## config.mk

```make
export PLATFORM = sky130hd
export DESIGN_NAME = trial_division_factorizer
export DESIGN_NICKNAME = d
export VERILOG_FILES = /design/src/design/tdf_pkg.sv /design/src/design/tdf_divider.sv /design/src/design/tdf_datapath.sv /design/src/design/tdf_controller.sv /design/src/design/trial_division_factorizer.sv
export SDC_FILE = /design/constraint.sdc
export NUM_CORES = 1
export LEC_CHECK = 0
export BUFFER_PORTS_ARGS = -buffer_cell sky130_fd_sc_hd__buf_4
export CAP_MARGIN = 15
export CORE_UTILIZATION = 38
export CTS_BUF_LIST = sky130_fd_sc_hd__clkbuf_8 sky130_fd_sc_hd__clkbuf_16
export CTS_CLUSTER_SIZE = 40
export DETAILED_ROUTE_END_ITERATION = 6
export MAX_ROUTING_LAYER = met4
export PLACE_DENSITY = 0.51
export SYNTH_ARGS = -nofsm -noshare
export SYNTH_HDL_FRONTEND = slang
export SYNTH_SLANG_ARGS = --single-unit
```

## constraint.sdc

```tcl
create_clock -name clock -period 5.6 [get_ports clock]
set_input_delay 1.12 -clock clock [delete_from_list [all_inputs] [get_ports clock]]
set_output_delay 1.12 -clock clock [all_outputs]
set_load 0.02 [all_outputs]
```

## src/design/tdf_pkg.sv

```systemverilog
// ----------------------------------------------------------------------------
// tdf_pkg
// Shared types and constants for the trial division factorizer.
// ----------------------------------------------------------------------------
package tdf_pkg;

   localparam int WIDTH_DEFAULT = 32;

   // result status codes
   typedef enum logic [1:0] {
      STATUS_OK   = 2'd0,
      STATUS_ONE  = 2'd1,
      STATUS_ZERO = 2'd2
   } status_type;

   // source of the factor field for an emitted result
   typedef enum logic [1:0] {
      EMIT_NONE      = 2'd0,
      EMIT_DIVISOR   = 2'd1,
      EMIT_REMAINDER = 2'd2
   } emit_sel_type;

   typedef enum logic [2:0] {
      ST_IDLE,
      ST_CLASSIFY,
      ST_SPECIAL,
      ST_TEST,
      ST_DIVIDE,
      ST_EMIT,
      ST_FINAL
   } state_type;

   // controller -> datapath
   typedef struct packed {
      logic         load;
      logic         div_start;
      logic         take_quot;
      logic         next_div;
      logic         emit;
      emit_sel_type emit_sel;
      logic         emit_last;
      status_type   emit_status;
   } cmd_type;

   // datapath -> controller
   typedef struct packed {
      logic is_zero;
      logic is_one;
      logic loop_go;
      logic rem_one;
      logic div_done;
      logic div_even;
      logic quot_one;
      logic out_free;
   } stat_type;

endpackage

```

## src/design/tdf_divider.sv

```systemverilog
// ----------------------------------------------------------------------------
// tdf_divider
// Iterative restoring divider, one quotient bit per cycle.
// ----------------------------------------------------------------------------
module tdf_divider import tdf_pkg::*; #(
   parameter int WIDTH = WIDTH_DEFAULT,
   parameter int DIV_W = (WIDTH_DEFAULT + 1) / 2 + 1
) (
   input  logic             clock,
   input  logic             reset,
   input  logic             start,
   input  logic [WIDTH-1:0] dividend,
   input  logic [DIV_W-1:0] divisor,   // held stable by the caller while busy
   output logic             done,
   output logic [WIDTH-1:0] quotient,
   output logic [DIV_W-1:0] remainder
);

   localparam int CNT_W = $clog2(WIDTH + 1);

   logic             busy_ff, busy_in;
   logic             done_ff, done_in;
   logic [CNT_W-1:0] cnt_ff, cnt_in;
   logic [WIDTH-1:0] quot_ff, quot_in;
   logic [DIV_W-1:0] rem_ff, rem_in;

   logic [DIV_W:0]   trial;
   logic [DIV_W:0]   diff;
   logic             fits;

   assign trial = {rem_ff, quot_ff[WIDTH-1]};
   assign diff  = trial - {1'b0, divisor};
   assign fits  = trial >= {1'b0, divisor};

   always_comb begin
      busy_in = busy_ff;
      done_in = done_ff;
      cnt_in  = cnt_ff;
      quot_in = quot_ff;
      rem_in  = rem_ff;
      if (start) begin
         busy_in = 1'b1;
         done_in = 1'b0;
         cnt_in  = CNT_W'(WIDTH);
         quot_in = dividend;
         rem_in  = '0;
      end else if (busy_ff) begin
         // remainder stays below divisor, so diff fits DIV_W bits
         rem_in  = fits ? diff[DIV_W-1:0] : trial[DIV_W-1:0];
         quot_in = {quot_ff[WIDTH-2:0], fits};
         cnt_in  = cnt_ff - CNT_W'(1);
         if (cnt_ff == CNT_W'(1)) begin
            busy_in = 1'b0;
            done_in = 1'b1;
         end
      end
   end

   always_ff @(posedge clock) begin
      if (reset) begin
         busy_ff <= 1'b0;
         done_ff <= 1'b0;
         cnt_ff  <= '0;
      end else begin
         busy_ff <= busy_in;
         done_ff <= done_in;
         cnt_ff  <= cnt_in;
      end
   end

   always_ff @(posedge clock) begin
      quot_ff <= quot_in;
      rem_ff  <= rem_in;
   end

   assign done      = done_ff;
   assign quotient  = quot_ff;
   assign remainder = rem_ff;

endmodule

```

## src/design/tdf_datapath.sv

```systemverilog
// ----------------------------------------------------------------------------
// tdf_datapath
// Number, remainder, trial divisor and its square, divider and result register.
// ----------------------------------------------------------------------------
module tdf_datapath import tdf_pkg::*; #(
   parameter int WIDTH = WIDTH_DEFAULT,
   parameter int DIV_W = (WIDTH_DEFAULT + 1) / 2 + 1
) (
   input  logic             clock,
   input  logic             reset,
   input  cmd_type          cmd,
   output stat_type         stat,
   input  logic [WIDTH-1:0] number,
   input  logic             rsp_ready,
   output logic             rsp_valid,
   output logic [WIDTH-1:0] rsp_factor,
   output logic             rsp_last,
   output status_type       rsp_status
);

   localparam int SQ_W = WIDTH + 2;

   logic [WIDTH-1:0] orig_ff, orig_in;
   logic [WIDTH-1:0] rem_ff, rem_in;
   logic [DIV_W-1:0] div_ff, div_in;
   logic [SQ_W-1:0]  sq_ff, sq_in;      // div_ff squared, kept incrementally

   logic             valid_ff, valid_in;
   logic [WIDTH-1:0] factor_ff, factor_in;
   logic             last_ff, last_in;
   status_type       status_ff, status_in;

   logic             div_done;
   logic [WIDTH-1:0] quotient;
   logic [DIV_W-1:0] div_rem;

   tdf_divider #(
      .WIDTH (WIDTH),
      .DIV_W (DIV_W)
   ) u_divider (
      .clock     (clock),
      .reset     (reset),
      .start     (cmd.div_start),
      .dividend  (rem_ff),
      .divisor   (div_ff),
      .done      (div_done),
      .quotient  (quotient),
      .remainder (div_rem)
   );

   always_comb begin
      orig_in = orig_ff;
      rem_in  = rem_ff;
      div_in  = div_ff;
      sq_in   = sq_ff;
      if (cmd.load) begin
         orig_in = number;
         rem_in  = number;
         div_in  = DIV_W'(2);
         sq_in   = SQ_W'(4);
      end
      if (cmd.take_quot) begin
         rem_in = quotient;
      end
      if (cmd.next_div) begin
         if (div_ff == DIV_W'(2)) begin
            div_in = DIV_W'(3);
            sq_in  = SQ_W'(9);
         end else begin
            // (d+2)^2 = d^2 + 4d + 4
            div_in = div_ff + DIV_W'(2);
            sq_in  = sq_ff + SQ_W'({div_ff, 2'b00}) + SQ_W'(4);
         end
      end
   end

   always_comb begin
      valid_in  = valid_ff;
      factor_in = factor_ff;
      last_in   = last_ff;
      status_in = status_ff;
      if (cmd.emit) begin
         valid_in  = 1'b1;
         last_in   = cmd.emit_last;
         status_in = cmd.emit_status;
         case (cmd.emit_sel)
            EMIT_DIVISOR:   factor_in = WIDTH'(div_ff);
            EMIT_REMAINDER: factor_in = rem_ff;
            default:        factor_in = '0;
         endcase
      end else if (rsp_ready) begin
         valid_in = 1'b0;
      end
   end

   always_ff @(posedge clock) begin
      if (reset) begin
         valid_ff <= 1'b0;
      end else begin
         valid_ff <= valid_in;
      end
   end

   always_ff @(posedge clock) begin
      orig_ff   <= orig_in;
      rem_ff    <= rem_in;
      div_ff    <= div_in;
      sq_ff     <= sq_in;
      factor_ff <= factor_in;
      last_ff   <= last_in;
      status_ff <= status_in;
   end

   always_comb begin
      stat.is_zero  = orig_ff == '0;
      stat.is_one   = orig_ff == WIDTH'(1);
      stat.rem_one  = rem_ff == WIDTH'(1);
      stat.loop_go  = (sq_ff <= SQ_W'(orig_ff)) && (rem_ff != WIDTH'(1));
      stat.div_done = div_done;
      stat.div_even = div_rem == '0;
      stat.quot_one = quotient == WIDTH'(1);
      stat.out_free = !valid_ff || rsp_ready;
   end

   assign rsp_valid  = valid_ff;
   assign rsp_factor = factor_ff;
   assign rsp_last   = last_ff;
   assign rsp_status = status_ff;

endmodule

```

## src/design/tdf_controller.sv

```systemverilog
// ----------------------------------------------------------------------------
// tdf_controller
// Sequencer for the trial division loop.
// ----------------------------------------------------------------------------
module tdf_controller import tdf_pkg::*; (
   input  logic     clock,
   input  logic     reset,
   input  logic     req_valid,
   output logic     req_ready,
   input  stat_type stat,
   output cmd_type  cmd
);

   state_type state_ff, state_in;

   always_comb begin
      state_in = state_ff;
      unique case (state_ff)
         ST_IDLE:     if (req_valid) state_in = ST_CLASSIFY;
         ST_CLASSIFY: begin
            if (stat.is_zero || stat.is_one) state_in = ST_SPECIAL;
            else                             state_in = ST_TEST;
         end
         ST_SPECIAL:  if (stat.out_free) state_in = ST_IDLE;
         ST_TEST: begin
            if (stat.loop_go)      state_in = ST_DIVIDE;
            else if (stat.rem_one) state_in = ST_IDLE;
            else                   state_in = ST_FINAL;
         end
         ST_DIVIDE: begin
            if (stat.div_done) begin
               if (stat.div_even) state_in = ST_EMIT;
               else               state_in = ST_TEST;
            end
         end
         ST_EMIT:     if (stat.out_free) state_in = ST_TEST;
         ST_FINAL:    if (stat.out_free) state_in = ST_IDLE;
         default:     state_in = ST_IDLE;
      endcase
   end

   always_comb begin
      cmd             = '0;
      cmd.emit_sel    = EMIT_NONE;
      cmd.emit_status = STATUS_OK;
      req_ready       = 1'b0;
      unique case (state_ff)
         ST_IDLE: begin
            req_ready = 1'b1;
            cmd.load  = req_valid;
         end
         ST_SPECIAL: begin
            cmd.emit        = stat.out_free;
            cmd.emit_last   = 1'b1;
            cmd.emit_status = stat.is_zero ? STATUS_ZERO : STATUS_ONE;
         end
         ST_TEST: begin
            cmd.div_start = stat.loop_go;
         end
         ST_DIVIDE: begin
            cmd.next_div = stat.div_done && !stat.div_even;
         end
         ST_EMIT: begin
            // a quotient of one leaves nothing more to factor
            cmd.emit      = stat.out_free;
            cmd.take_quot = stat.out_free;
            cmd.emit_sel  = EMIT_DIVISOR;
            cmd.emit_last = stat.quot_one;
         end
         ST_FINAL: begin
            cmd.emit      = stat.out_free;
            cmd.emit_sel  = EMIT_REMAINDER;
            cmd.emit_last = 1'b1;
         end
         default: begin
            cmd = '0;
         end
      endcase
   end

   always_ff @(posedge clock) begin
      if (reset) begin
         state_ff <= ST_IDLE;
      end else begin
         state_ff <= state_in;
      end
   end

endmodule

```

## src/design/trial_division_factorizer.sv

```systemverilog
// ----------------------------------------------------------------------------
// trial_division_factorizer
// Prime factorization by trial division: factors out ascending, by multiplicity.
// ----------------------------------------------------------------------------
// Flow: inputs 0 and 1 are classified, then answered from a special state.
// Each trial divisor takes a test step, WIDTH restoring divide steps in the
// shared divider and a step to act on the result; a hit adds an emit step,
// held while the response side stalls, and retries the divisor.
// Throughput: one number at a time, paced by the one-bit-per-cycle divider.
// Reset: synchronous, active high; returns to idle and drops rsp_tvalid.
// ----------------------------------------------------------------------------
module trial_division_factorizer import tdf_pkg::*; #(
   parameter int WIDTH = WIDTH_DEFAULT
) (
   input  logic                              clock,
   input  logic                              reset,
   // request: tdata = number[WIDTH-1:0], zero padded to whole bytes
   input  logic                              req_tvalid,
   output logic                              req_tready,
   input  logic [((WIDTH + 7) / 8) * 8 - 1:0] req_tdata,
   // response: tdata = factor[WIDTH-1:0], zero padded to whole bytes
   output logic                              rsp_tvalid,
   input  logic                              rsp_tready,
   output logic [((WIDTH + 7) / 8) * 8 - 1:0] rsp_tdata,
   output logic                              rsp_tlast,
   // tuser = status[1:0]: ok, input one, input zero
   output logic [1:0]                        rsp_tuser
);

   localparam int TDATA_W = ((WIDTH + 7) / 8) * 8;
   // trial divisor never passes sqrt(2^WIDTH) + 2
   localparam int DIV_W   = (WIDTH + 1) / 2 + 1;

   cmd_type          cmd;
   stat_type         stat;
   logic [WIDTH-1:0] rsp_factor;
   status_type       rsp_status;

   // FSM: one transaction in flight; loops test -> divide -> (emit) per divisor
   tdf_controller u_controller (
      .clock     (clock),
      .reset     (reset),
      .req_valid (req_tvalid),
      .req_ready (req_tready),
      .stat      (stat),
      .cmd       (cmd)
   );

   // Datapath owns the operand registers, divider and the output register, so
   // a new request is taken while the final result still waits downstream.
   tdf_datapath #(
      .WIDTH (WIDTH),
      .DIV_W (DIV_W)
   ) u_datapath (
      .clock      (clock),
      .reset      (reset),
      .cmd        (cmd),
      .stat       (stat),
      .number     (req_tdata[WIDTH-1:0]),
      .rsp_ready  (rsp_tready),
      .rsp_valid  (rsp_tvalid),
      .rsp_factor (rsp_factor),
      .rsp_last   (rsp_tlast),
      .rsp_status (rsp_status)
   );

   assign rsp_tdata = TDATA_W'(rsp_factor);
   assign rsp_tuser = rsp_status;

endmodule

```

==> results of run 1 <==
[placed cells by master (no fill, tap or decap), types with 4 or more instances in the layout]
cell and count:
ha_1 87, o21bai_1 4, nor2_1 95, nor3_1 31, a211o_1 4, a22oi_1 17, nor2b_1 6, nand4_1 20
mux2i_1 6, nand2_1 46, a21oi_1 49, nand3_1 26, o211ai_1 8, inv_1 74, o31ai_1 6, edfxtp_1 181
xor2_1 14, buf_4 79, or2_2 4, a31oi_1 6, a21oi_2 6, or3_1 12, nand2b_1 7, a21o_1 13
clkinv_1 6, dfxtp_1 29, o21ai_0 20, nor4_1 34, clkinv_2 6, xnor2_1 30, and3_1 6, and2_1 21
a311oi_1 10, clkbuf_16 27, a211oi_1 13, o21ai_1 10, or4_1 5, o21a_1 10, mux2_2 64
[sequential cells by signal (all words and copies together) (netlist names), 6 cells and up]
signal                          count
u_datapath.u_divider.quotient      32
u_datapath.orig_ff                 32
u_datapath.u_divider.remainder     17
u_datapath.u_divider.cnt_ff         6
u_datapath.div_ff                  17
u_datapath.rsp_factor              32
u_datapath.rem_ff                  32
u_datapath.sq_ff                   33
[metrics by stage]
step	total power [mW]	utilization	cell area, sq um	instances
detailed placement	3.45	0.423	12700	1477
floorplan	3.07	-	11700	1042
global route	5.27	0.449	13500	1523
global placement	3.44	0.423	12700	1477
CTS	5.03	0.449	13500	1523
finish	4.99	0.449	13500	1523
[cells in the mapped netlist (3+ instances only)]
master,instances
mux2i_1,6
nand2_1,46
nand3_1,26
o21bai_1,4
a311oi_1,10
and3_1,6
o211ai_1,8
mux2_2,64
nor4_1,34
dfxtp_1,29
o21ai_1,10
xnor2_1,30
inv_1,73
o21ai_0,21
xor2_1,14
o31ai_1,6
o21a_1,10
or4_1,5
and4_1,3
buf_2,12
buf_4,3
a211o_1,4
a21o_1,13
nor3_1,31
clkbuf_1,18
edfxtp_1,181
or3_1,12
ha_1,87
or2_2,4
a211oi_1,13
nand4_1,20
a21oi_1,49
nor2b_1,6
a31oi_1,6
and2_1,21
nand2b_1,9
a22oi_1,17
a21oi_2,6
nor2_1,97
[layout make-up]
cell class | count | area share
multi-input combinational | 725 | 0.394
clock buffer | 27 | 0.0502
timing repair buffer | 79 | 0.0441
clock inverter | 19 | 0.00874
tap | 390 | 0.0362
inverter | 73 | 0.0204
sequential | 210 | 0.447
[path summary, 6_finish.rpt]
kind,slack [ps],start,to,cells after the start
max reg2reg,2010,u_datapath.sq_ff[25]$_SDFFCE_PP0P_,u_datapath.u_divider.quotient[8]$_DFFE_PP_,9
max,2010,u_datapath.sq_ff[25]$_SDFFCE_PP0P_,u_datapath.u_divider.quotient[8]$_DFFE_PP_,9
min reg2reg,490,u_datapath.u_divider.cnt_ff[1]$_SDFFE_PP0P_,u_datapath.u_divider.cnt_ff[1]$_SDFFE_PP0P_,2
min,490,u_datapath.u_divider.cnt_ff[1]$_SDFFE_PP0P_,u_datapath.u_divider.cnt_ff[1]$_SDFFE_PP0P_,2
[cell families (layout without fill, tap and decap cells)]
logic type	count (synthesis)	count (layout)	share of synthesized area
compound gates	197	197	0.115
xor+xnor	44	44	0.0329
fa+ha+maj	89	89	0.0963
buf+inv	107	198	0.0372
flops	210	210	0.513
mux	70	70	0.0666
simple gates	325	325	0.139
[critical path: cells and delay by family (launching register included)]
family                   cells  cell delay [ps]
AO/OA/AOI/OAI                5             1150
AND/OR/NAND/NOR              2              830
flip-flops                   1              460
buffers and inverters        1              420
adder cells (fa/ha/maj)      1              360
[routing by layer]
metal	routed length [um]	share of wire	track usage	vias up
li1	-	-	-	4065
met1	15900	0.50	0.303	4066
met2	14000	0.44	0.308	192
met3	1230	0.039	0.0231	33
met4	466	0.015	0.0459	0
met5	0	0	-	-
[power groups by stage]
stage          logic, mW  registers, mW  clock network, mW
3_5_place_dp        1.34           2.10                  0
4_1_cts             1.35           2.07               1.61
5_1_grt             1.52           2.09               1.66
3_3_place_gp        1.34           2.10                  0
6_report            1.35           2.07               1.58
2_1_floorplan       1.02           2.04                  0
==> summary.md, run 1 <==
| Metric | Value |
|---|---|
| Max Freq | `0.278 GHz` |
| Sw frac | `0.334` |
| DRC errors left | `0` |
| Synth Instances | `1042` |
| Clock root buffer | `clkbuf_16` |
| MaxCap Viol Count | `0` |
| Clock share of power | `0.315` |
| Critical path data required time | `5790 ps` |
| # rows | `63` |
| Crit path max fanout | `35` |
| CP max-delay cell | `nand2b_2` |
| PnR worst setup slack | `2010 ps` |
| Yosys reg bits | `210` |
| P_sw | `~1.7 mW` |
| Sequential power share | `0.415` |
| WL final | `31600 um` |
| Avg Synthesized Cell Area | `11.2 sq um` |
| CP Launch Type | `register` |
| Largest stage delay, worst path | `610 ps` |
| Final setup TNS | `0 ps` |
| Num CTS Buffers | `25` |
| Global Route Usage Sum | `0.208` |
| CP Data Arrival Time | `3780 ps` |
| Via-per-instance ratio | `5.49` |
| Syn Std Cell Area | `between 10000 and 15000 sq um` |
| Worst slew pin tran | `1130 ps` |
| Post-synthesis sequential area ratio | `0.513` |
| CTS max path bufs | `3` |
| CTS Sinks | `210` |
| Clock Skews | `between 20 and 25 ps` |
| Run status | `finished, final reports clean` |
| Hold WC Path Type | `register to register` |
| Final Setup Violations | `0` |
| DP HPWL | `23200 um` |
| Largest net degree at the start of global routing | `between 40 and 50` |
| FILL cells | `2862` |
| Synth area leaders | `edfxtp_1, ha_1, mux2_2` |
| N_diodes | `0` |
| Hold_ws | `494 ps` |
| Max-slew violations | `0` |
| Full die area | `31500 sq um` |
| Post-place setup slack | `2000 ps` |
| Clock Latency Late Sink | `about 550 ps` |
| Initial antenna violation count | `0` |
| Port-buffer cells | `72` |
| Tcrit/Tclk final | `0.641` |
| H-Tree Depth | `1` |
| YS warnings | `0` |
| RSZ-0062 raised after global routing | `no` |
| Post-Syn Nets | `roughly 1200` |
| Worst vdd ir | `0.209 mV` |
| Synth area leader | `edfxtp_1` |
| Core Region | `between 20000 and 30000 sq um` |
| I/O pins | `73` |
| Final min period | `3590 ps` |
| Chip height | `178 um` |
| Predominant post-synthesis flop cell | `edfxtp_1` |
| Logic pwr share | `0.270` |
| Kind of critical path | `register to register` |
| Crit-path cells | `ha_1, a211oi_1, o21ai_0, a21oi_1, o211ai_1, o22ai_1, nand2b_2, nand2_1, buf_4` |
| # nets final | `1239` |
| # hold bufs at CTS | `0` |
| WL/cell | `20.8 um` |
| Post-route ant nets | `0` |
| CTS tree | `built` |
| Initial Utilization | `0.391` |
| Area share of the largest cell type after synthesis | `0.464` |
| Share of layout cells above drive strength 1 | `0.180` |
| Cts repair resizes | `0` |
| Setup bufs post-CTS | `0` |
| P&R area growth vs syn | `14.9%` |
| First-pass GRT wire length | `48100 um` |
| Drt pass-1 iters | `5` |
| Pint | `3.32 mW` |
| Gpl congestion | `roughly 0.85` |
| Vias in the first global route | `8122` |
| Number of synthesized flops with an enable pin | `between 150 and 200` |
| Leakage | `between 5 and 6 nW` |
| Multi-input logic area | `5300 sq um` |
| Final hold vios | `0` |
| Clk pin slew, worst setup/hold paths | `around 60 ps` |
| Total congestion overflow | `0` |
| CP Capture Type | `register` |
| Die width | `178 um` |
| Synth unique cells | `between 60 and 70` |
| Starting DRT DRC Count | `693` |
| Power per cell area | `371 nW/um^2` |
| Register area | `6020 sq um` |
| Async SR Flop Fraction | `0` |
| Routed vias | `8356` |
| Slew Limit Headroom | `0.245` |
(Power assumes the default switching activity.)
==> run 2: changes to the inputs <==
PLACE_DENSITY = 0.53   (was 0.51)
clock period = 2.88 ns   (was 5.6 ns; I/O delays follow)
==> run 2 against run 1 <==
  * Sequential share of layout area decreased by 3.4 points
  * First-iteration DRC count increased by 2.9%
  * Combinational power increased by 150%
==> summary.md, run 2 (synthesis gave the netlist of run 1 again) <==
| Metric | Value |
|---|---|
| Run status | `finished, final reports clean (unchanged)` |
| CP max-delay cell | `edfxtp_1 (was nand2b_2)` |
| Clk pin slew, worst setup/hold paths | `60 ps (about the same)` |
| Worst slew pin tran | `780 ps (was 1130 ps)` |
| Max reg flops | `33 (unchanged)` |
| Num CTS Buffers | `26 (was 25)` |
| Max Freq | `0.351 GHz (was 0.278 GHz)` |
| R2R setup slack | `30 ps (was 2010 ps)` |
| FILL cells | `2788 (was 2862)` |
| Worst r2r src | `u_datapath.sq_ff[3]$_SDFFCE_PN0P_ (was u_datapath.sq_ff[25]$_SDFFCE_PP0P_)` |
| Final Setup Violations | `0 (unchanged)` |
| Worst setup path end | `u_datapath.sq_ff[27]$_SDFFCE_PP0P_ (was u_datapath.u_divider.quotient[8]$_DFFE_PP_)` |
| Routed vias | `8837 (was 8356)` |
| Core Region | `30000 sq um (unchanged)` |
| Total stage count of the critical path | `11 (was 9)` |
| Clock Skews | `16.6 ps (was 22.3 ps)` |
| Starting DRT DRC Count | `713 (was 693)` |
| Leakage | `5.58 nW (was 5.00 nW)` |
| Largest stage delay, worst path | `390 ps (was 610 ps)` |
| Share of layout cells above drive strength 1 | `0.278 (was 0.180)` |
| Family with the most delay on the worst path | `compound AO/OA/AOI/OAI gates (unchanged)` |
| Total congestion overflow | `0 (unchanged)` |
| Final hold vios | `0 (unchanged)` |
| Slew Limit Headroom | `0.480 (was 0.245)` |
| Routing usage on met3 | `0.0227 (was 0.0231)` |
| Power per cell area | `717 nW/um^2 (was 371 nW/um^2)` |
| Hold_ws | `241 ps (was 494 ps)` |
| MaxCap Viol Count | `0 (unchanged)` |
| Gpl congestion | `0.910 (was 0.846)` |
| GR Layer Usage met1 | `0.309 (was 0.303)` |
| N_diodes | `0 (unchanged)` |
| Crit path max fanout | `7 (was 35)` |
| # rows | `63 (unchanged)` |
| Clock Latency Late Sink | `540 ps (was 550 ps)` |
| Initial antenna violation count | `0 (unchanged)` |
| Crit-path cells | `ha_1, ha_2, fa_2, a21oi_2, o21ai_2, a211o_1, a21o_1, a41oi_2, buf_6, or3_1, a21oi_1 (was ha_1, a211oi_1, o21ai_0, a21oi_1, o211ai_1, o22ai_1, nand2b_2, nand2_1, buf_4)` |
| Reg with most FFs | `u_datapath.sq_ff (unchanged)` |
| Critical path data required time | `3150 ps (was 5790 ps)` |
| Register area | `6020 sq um (unchanged)` |
| Vias in the first global route | `8459 (was 8122)` |
| Kind of critical path | `register to register (unchanged)` |
| R2R depth | `11 (was 9)` |
| Hold WC Path Type | `primary input to register (was register to register)` |
| DRC errors left | `0 (unchanged)` |
| Global Route Usage Sum | `0.212 (was 0.208)` |
| Met2 Usage GRT | `0.318 (was 0.308)` |
| Drt pass-1 iters | `5 (unchanged)` |
| Clock root buffer | `clkbuf_16 (unchanged)` |
| Worst reg2reg endpoint | `u_datapath.sq_ff[27]$_SDFFCE_PP0P_ (was u_datapath.u_divider.quotient[8]$_DFFE_PP_)` |
| Most frequent cells in the layout | `edfxtp_1, buf_4, nor2_1 (was edfxtp_1, nor2_1, ha_1)` |
| Crit path buf inv count | `1 (unchanged)` |
| WL/cell | `20.0 um (was 20.8 um)` |
| RSZ-0062 raised after global routing | `yes (was no)` |
| Full die area | `31500 sq um (unchanged)` |
| CP Data Arrival Time | `3120 ps (was 3780 ps)` |
| Crit. Startpoint | `u_datapath.sq_ff[3]$_SDFFCE_PN0P_ (was u_datapath.sq_ff[25]$_SDFFCE_PP0P_)` |
| P&R area growth vs syn | `24.4% (was 14.9%)` |
| Initial Utilization | `0.391 (unchanged)` |
| CTS tree | `built (unchanged)` |
| Most Crowded Layer GR | `met2 (unchanged)` |
| Commonest non-fill, non-tap cell in the layout | `edfxtp_1 (unchanged)` |
| Die width | `178 um (unchanged)` |
| Multi-input logic area | `5530 sq um (was 5300 sq um)` |
| WL final | `32500 um (was 31600 um)` |
| Chip height | `178 um (unchanged)` |
| DP HPWL | `24000 um (was 23200 um)` |
| Post-route ant nets | `0 (unchanged)` |
| Port-buffer cells | `72 (unchanged)` |
| Max-slew violations | `0 (unchanged)` |
| Worst vdd ir | `0.523 mV (was 0.209 mV)` |
| I/O pins | `73 (unchanged)` |
| # nets final | `1342 (was 1239)` |
| CTS Sinks | `210 (unchanged)` |
| Final min period | `2850 ps (was 3590 ps)` |
| CP Capture Type | `register (unchanged)` |
| First-pass GRT wire length | `49500 um (was 48100 um)` |
| Inst Count DP | `1565 (was 1477)` |
| Largest net degree at the start of global routing | `51 (was 44)` |
| CP Launch Type | `register (unchanged)` |
| Via-per-instance ratio | `5.43 (was 5.49)` |
| Tcrit/Tclk final | `0.990 (was 0.641)` |
| # hold bufs at CTS | `0 (unchanged)` |
| H-Tree Depth | `1 (unchanged)` |
| Final std cells w/o fill | `1626 (was 1523)` |
| CTS max path bufs | `3 (unchanged)` |
## run 2: changes by cell type in the layout (fill, tap and decap cells not counted), sizes merged
cell      previous run  this run
clkinv              15        12
buf                 79       180
clkinvlp             2         4
inv                 75        76
bufinv               0         2
## run 2: worst reg2reg max path, stage by stage, from the launching register on
cell,delay [ps]
edfxtp_1,390
ha_1,310
ha_2,210
fa_2,360
a21oi_2,170
o21ai_2,70
a211o_1,340
a21o_1,200
a41oi_2,200
buf_6,160
or3_1,100
a21oi_1,60
## run 2: layout make-up
cell class | instances | share of cell area
Clock buffer | 26 | 0.0446
Clock inverter | 21 | 0.0120
Inverter | 73 | 0.0188
Multi-Input combinational cell | 725 | 0.380
Sequential cell | 210 | 0.413
Tap cell | 390 | 0.0335
Timing Repair Buffer | 181 | 0.0988
## run 2: how the worst min path moves through the flow
stage	from	to	slack, ps	cells after the start
3_5_place_dp	u_datapath.u_divider.cnt_ff[1]$_SDFFE_PP0P_	u_datapath.u_divider.cnt_ff[1]$_SDFFE_PP0P_	500	2
6_report	req_tdata[24]	u_datapath.orig_ff[24]$_DFFE_PP_	240	1
4_1_cts	req_tdata[24]	u_datapath.orig_ff[24]$_DFFE_PP_	220	1
2_1_floorplan	u_datapath.u_divider.cnt_ff[1]$_SDFFE_PP0P_	u_datapath.u_divider.cnt_ff[1]$_SDFFE_PP0P_	460	2
3_3_place_gp	u_datapath.u_divider.cnt_ff[1]$_SDFFE_PP0P_	u_datapath.u_divider.cnt_ff[1]$_SDFFE_PP0P_	490	2
5_1_grt	req_tdata[16]	u_datapath.orig_ff[16]$_DFFE_PP_	220	1
## run 2: per-stage QoR
step	setup WS, ps	util	area (sq um)	TNS [ps]	power [mW]
finish	28.0	0.487	14600	0	10.4
global route	-94.5	0.487	14600	-614	11.0
CTS	6.29	0.478	14300	0	10.4
detailed placement	-86.0	0.447	13400	-693	7.12
global placement	-53.4	0.447	13400	-376	7.10
floorplan	23.0	-	11700	0	5.97
## run 2: what timing repair did
item,4_1_cts,5_1_grt
cloned,0,2
resized for setup,8,42
pin swaps,4,15
endpoints found under the setup margin,13,91
setup buffers,4,8
## run 2: routing by layer
layer	part of all wire	vias up	wire [um]
met5	0	-	0
met4	0.014	0	445
met3	0.046	33	1480
met2	0.45	205	14600
met1	0.49	4324	16000
li1	-	4275	-
## run 2: where the power goes
group / total (mW) / switching [mW] / internal [mW]
Clock: 3.15 / 1.33 / 1.83
Combinational: 3.31 / 1.75 / 1.55
Sequential: 3.99 / 0.313 / 3.67
==> run 3: changes to the inputs <==
PLACE_DENSITY = 0.51   (was 0.53)
clock period = 3.3 ns   (was 2.88 ns; I/O delays follow)
==> run 3 against run 2 <==
  * Fmax decreased by 8.9%
  * Utilization down 2.9 points
  * Critical endpoint is now u_datapath.sq_ff[33]$_SDFFCE_PP0P_
  * Sequential power fell by 13%
  * Via count is 3.1% lower
==> summary.md, run 3 (synthesis gave the netlist of run 1 again) <==
| Metric | Value |
|---|---|
| Run status | `finished, final reports clean (unchanged)` |
| Core Region | `30000 sq um (unchanged)` |
| DP Area | `12900 sq um (was 13400 sq um)` |
| WL final | `31800 um (was 32500 um)` |
| Kind of critical path | `register to register (unchanged)` |
| Max reg flops | `33 (unchanged)` |
| Worst vdd ir | `0.354 mV (was 0.523 mV)` |
| Drt pass-1 iters | `5 (unchanged)` |
| CP Capture Type | `register (unchanged)` |
| # nets final | `1265 (was 1342)` |
| Share of layout cells above drive strength 1 | `0.194 (was 0.278)` |
| Die width | `178 um (unchanged)` |
| Clock root buffer | `clkbuf_16 (unchanged)` |
| Initial Utilization | `0.391 (unchanged)` |
| H-Tree Depth | `1 (unchanged)` |
| Hold WC Path Type | `primary input to register (unchanged)` |
| CTS Sinks | `210 (unchanged)` |
| Post-place setup slack | `185 ps (was -86.0 ps)` |
| DP HPWL | `23700 um (was 24000 um)` |
| WL/cell | `20.6 um (was 20.0 um)` |
| Worst reg2reg endpoint | `u_datapath.sq_ff[33]$_SDFFCE_PP0P_ (was u_datapath.sq_ff[27]$_SDFFCE_PP0P_)` |
| Power Total | `8.61 mW (was 10.4 mW)` |
| MaxCap Viol Count | `0 (unchanged)` |
| Power per cell area | `628 nW/um^2 (was 717 nW/um^2)` |
| Chip height | `178 um (unchanged)` |
| Slew Limit Headroom | `0.306 (was 0.480)` |
| Global Route Usage Sum | `0.209 (was 0.212)` |
| N_diodes | `0 (unchanged)` |
| Routed vias | `8563 (was 8837)` |
| Total congestion overflow | `0 (unchanged)` |
| Clock Skews | `24.8 ps (was 16.6 ps)` |
| Crit path max fanout | `14 (was 7)` |
| Max Freq | `0.319 GHz (was 0.351 GHz)` |
| Critical path data required time | `3590 ps (was 3150 ps)` |
| Clk pin slew, worst setup/hold paths | `60 ps (about the same)` |
| CP Data Arrival Time | `3420 ps (was 3120 ps)` |
| Tcrit/Tclk final | `0.949 (was 0.990)` |
| Setup bufs post-CTS | `0 (was 4)` |
| Worst setup path end | `u_datapath.sq_ff[33]$_SDFFCE_PP0P_ (was u_datapath.sq_ff[27]$_SDFFCE_PP0P_)` |
| PnR worst setup slack | `169 ps (was 28.0 ps)` |
| Reg with most FFs | `u_datapath.sq_ff (unchanged)` |
| First-pass GRT wire length | `48400 um (was 49500 um)` |
| Crit. Startpoint | `u_datapath.sq_ff[3]$_SDFFCE_PN0P_ (unchanged)` |
| CP max-delay cell | `fa_1 (was edfxtp_1)` |
| Final hold vios | `0 (unchanged)` |
| Final std cells w/o fill | `1546 (was 1626)` |
| Clock Latency Late Sink | `540 ps (about the same)` |
| Starting DRT DRC Count | `583 (was 713)` |
| # hold bufs at CTS | `0 (unchanged)` |
| RSZ-0062 raised after global routing | `no (was yes)` |
| Vias in the first global route | `8215 (was 8459)` |
| CP Launch Type | `register (unchanged)` |
| R2R depth | `11 (unchanged)` |
| Via-per-instance ratio | `5.54 (was 5.43)` |
| Max-slew violations | `0 (unchanged)` |
| Inst Count DP | `1503 (was 1565)` |
| Worst r2r src | `u_datapath.sq_ff[3]$_SDFFCE_PN0P_ (unchanged)` |
| Num CTS Buffers | `25 (was 26)` |
| I/O pins | `73 (unchanged)` |
| P&R area growth vs syn | `17.0% (was 24.4%)` |
| Port-buffer cells | `72 (unchanged)` |
| Fin area | `13700 sq um (was 14600 sq um)` |
| Initial antenna violation count | `0 (unchanged)` |
| Worst slew pin tran | `1040 ps (was 780 ps)` |
| Final Setup Violations | `0 (unchanged)` |
| Gpl congestion | `0.852 (was 0.910)` |
| Cts repair resizes | `0 (was 8)` |
| Largest net degree at the start of global routing | `51 (unchanged)` |
| DRC errors left | `0 (unchanged)` |
| # rows | `63 (unchanged)` |
| Largest stage delay, worst path | `410 ps (was 390 ps)` |
| Crit-path most repeated cell | `ha_1` |
| Most frequent cells in the layout | `edfxtp_1, buf_4, nor2_1 (unchanged)` |
| CTS max path bufs | `3 (unchanged)` |
| Commonest non-fill, non-tap cell in the layout | `edfxtp_1 (unchanged)` |
| Final Util | `0.458 (was 0.487)` |
| Post-route ant nets | `0 (unchanged)` |
| R2R setup slack | `170 ps (was 30 ps)` |
| Hold_ws | `314 ps (was 241 ps)` |
| Final min period | `3130 ps (was 2850 ps)` |
| Leakage | `5.17 nW (was 5.58 nW)` |
| CTS tree | `built (unchanged)` |
| Crit-path cells | `ha_1, ha_1, fa_1, a21oi_1, o21ai_1, a211o_1, a21o_1, a41oi_2, buf_4, or4_1, a21oi_2 (was ha_1, ha_2, fa_2, a21oi_2, o21ai_2, a211o_1, a21o_1, a41oi_2, buf_6, or3_1, a21oi_1)` |
| Final setup TNS | `0 ps (unchanged)` |
| Full die area | `31500 sq um (unchanged)` |
## run 3: final cells by class
class	instances	area (sq um)
Clock inverter	18	168
Fill cell	2833	16200
Clock buffer	25	626
Tap cell	390	488
Sequential cell	210	6020
Inverter	73	274
Timing Repair Buffer	105	838
Multi-Input combinational cell	725	5300
## run 3: how the worst min path moves through the flow
stage | endpoint | depth (start not counted) | slack, ps | startpoint
final | u_datapath.orig_ff[18]$_DFFE_PP_ | 1 | 310 | req_tdata[18]
after detailed placement | u_datapath.u_divider.cnt_ff[1]$_SDFFE_PP0P_ | 2 | 490 | u_datapath.u_divider.cnt_ff[1]$_SDFFE_PP0P_
after CTS | u_datapath.orig_ff[19]$_DFFE_PP_ | 1 | 290 | req_tdata[19]
after global placement | u_datapath.u_divider.cnt_ff[1]$_SDFFE_PP0P_ | 2 | 490 | u_datapath.u_divider.cnt_ff[1]$_SDFFE_PP0P_
after floorplan | u_datapath.u_divider.cnt_ff[1]$_SDFFE_PP0P_ | 2 | 460 | u_datapath.u_divider.cnt_ff[1]$_SDFFE_PP0P_
after global routing | u_datapath.orig_ff[18]$_DFFE_PP_ | 1 | 300 | req_tdata[18]
## run 3: layer usage
metal  vias to the layer above  track usage  wire length, um
met5                         -            -                0
met4                         0       0.0484              549
met3                        40       0.0272             1310
met2                       183        0.315            14300
met1                      4220        0.299            15600
li1                       4120            -                -
## run 3: critical path, delay by kind of cell (launching register included)
kind | cells | cell delay, ps
AOI/OAI and AO/OA | 6 | 1190
adders and majority gates | 3 | 960
buffers and inverters | 1 | 210
DFF | 1 | 400
and+or+nand+nor | 1 | 140
## run 3: power breakdown
group          switching [mW]  total, mW  internal (mW)
registers               0.286       3.49           3.21
clock network            1.11       2.72           1.61
logic                    1.37       2.40           1.03
total                    2.77       8.61           5.84
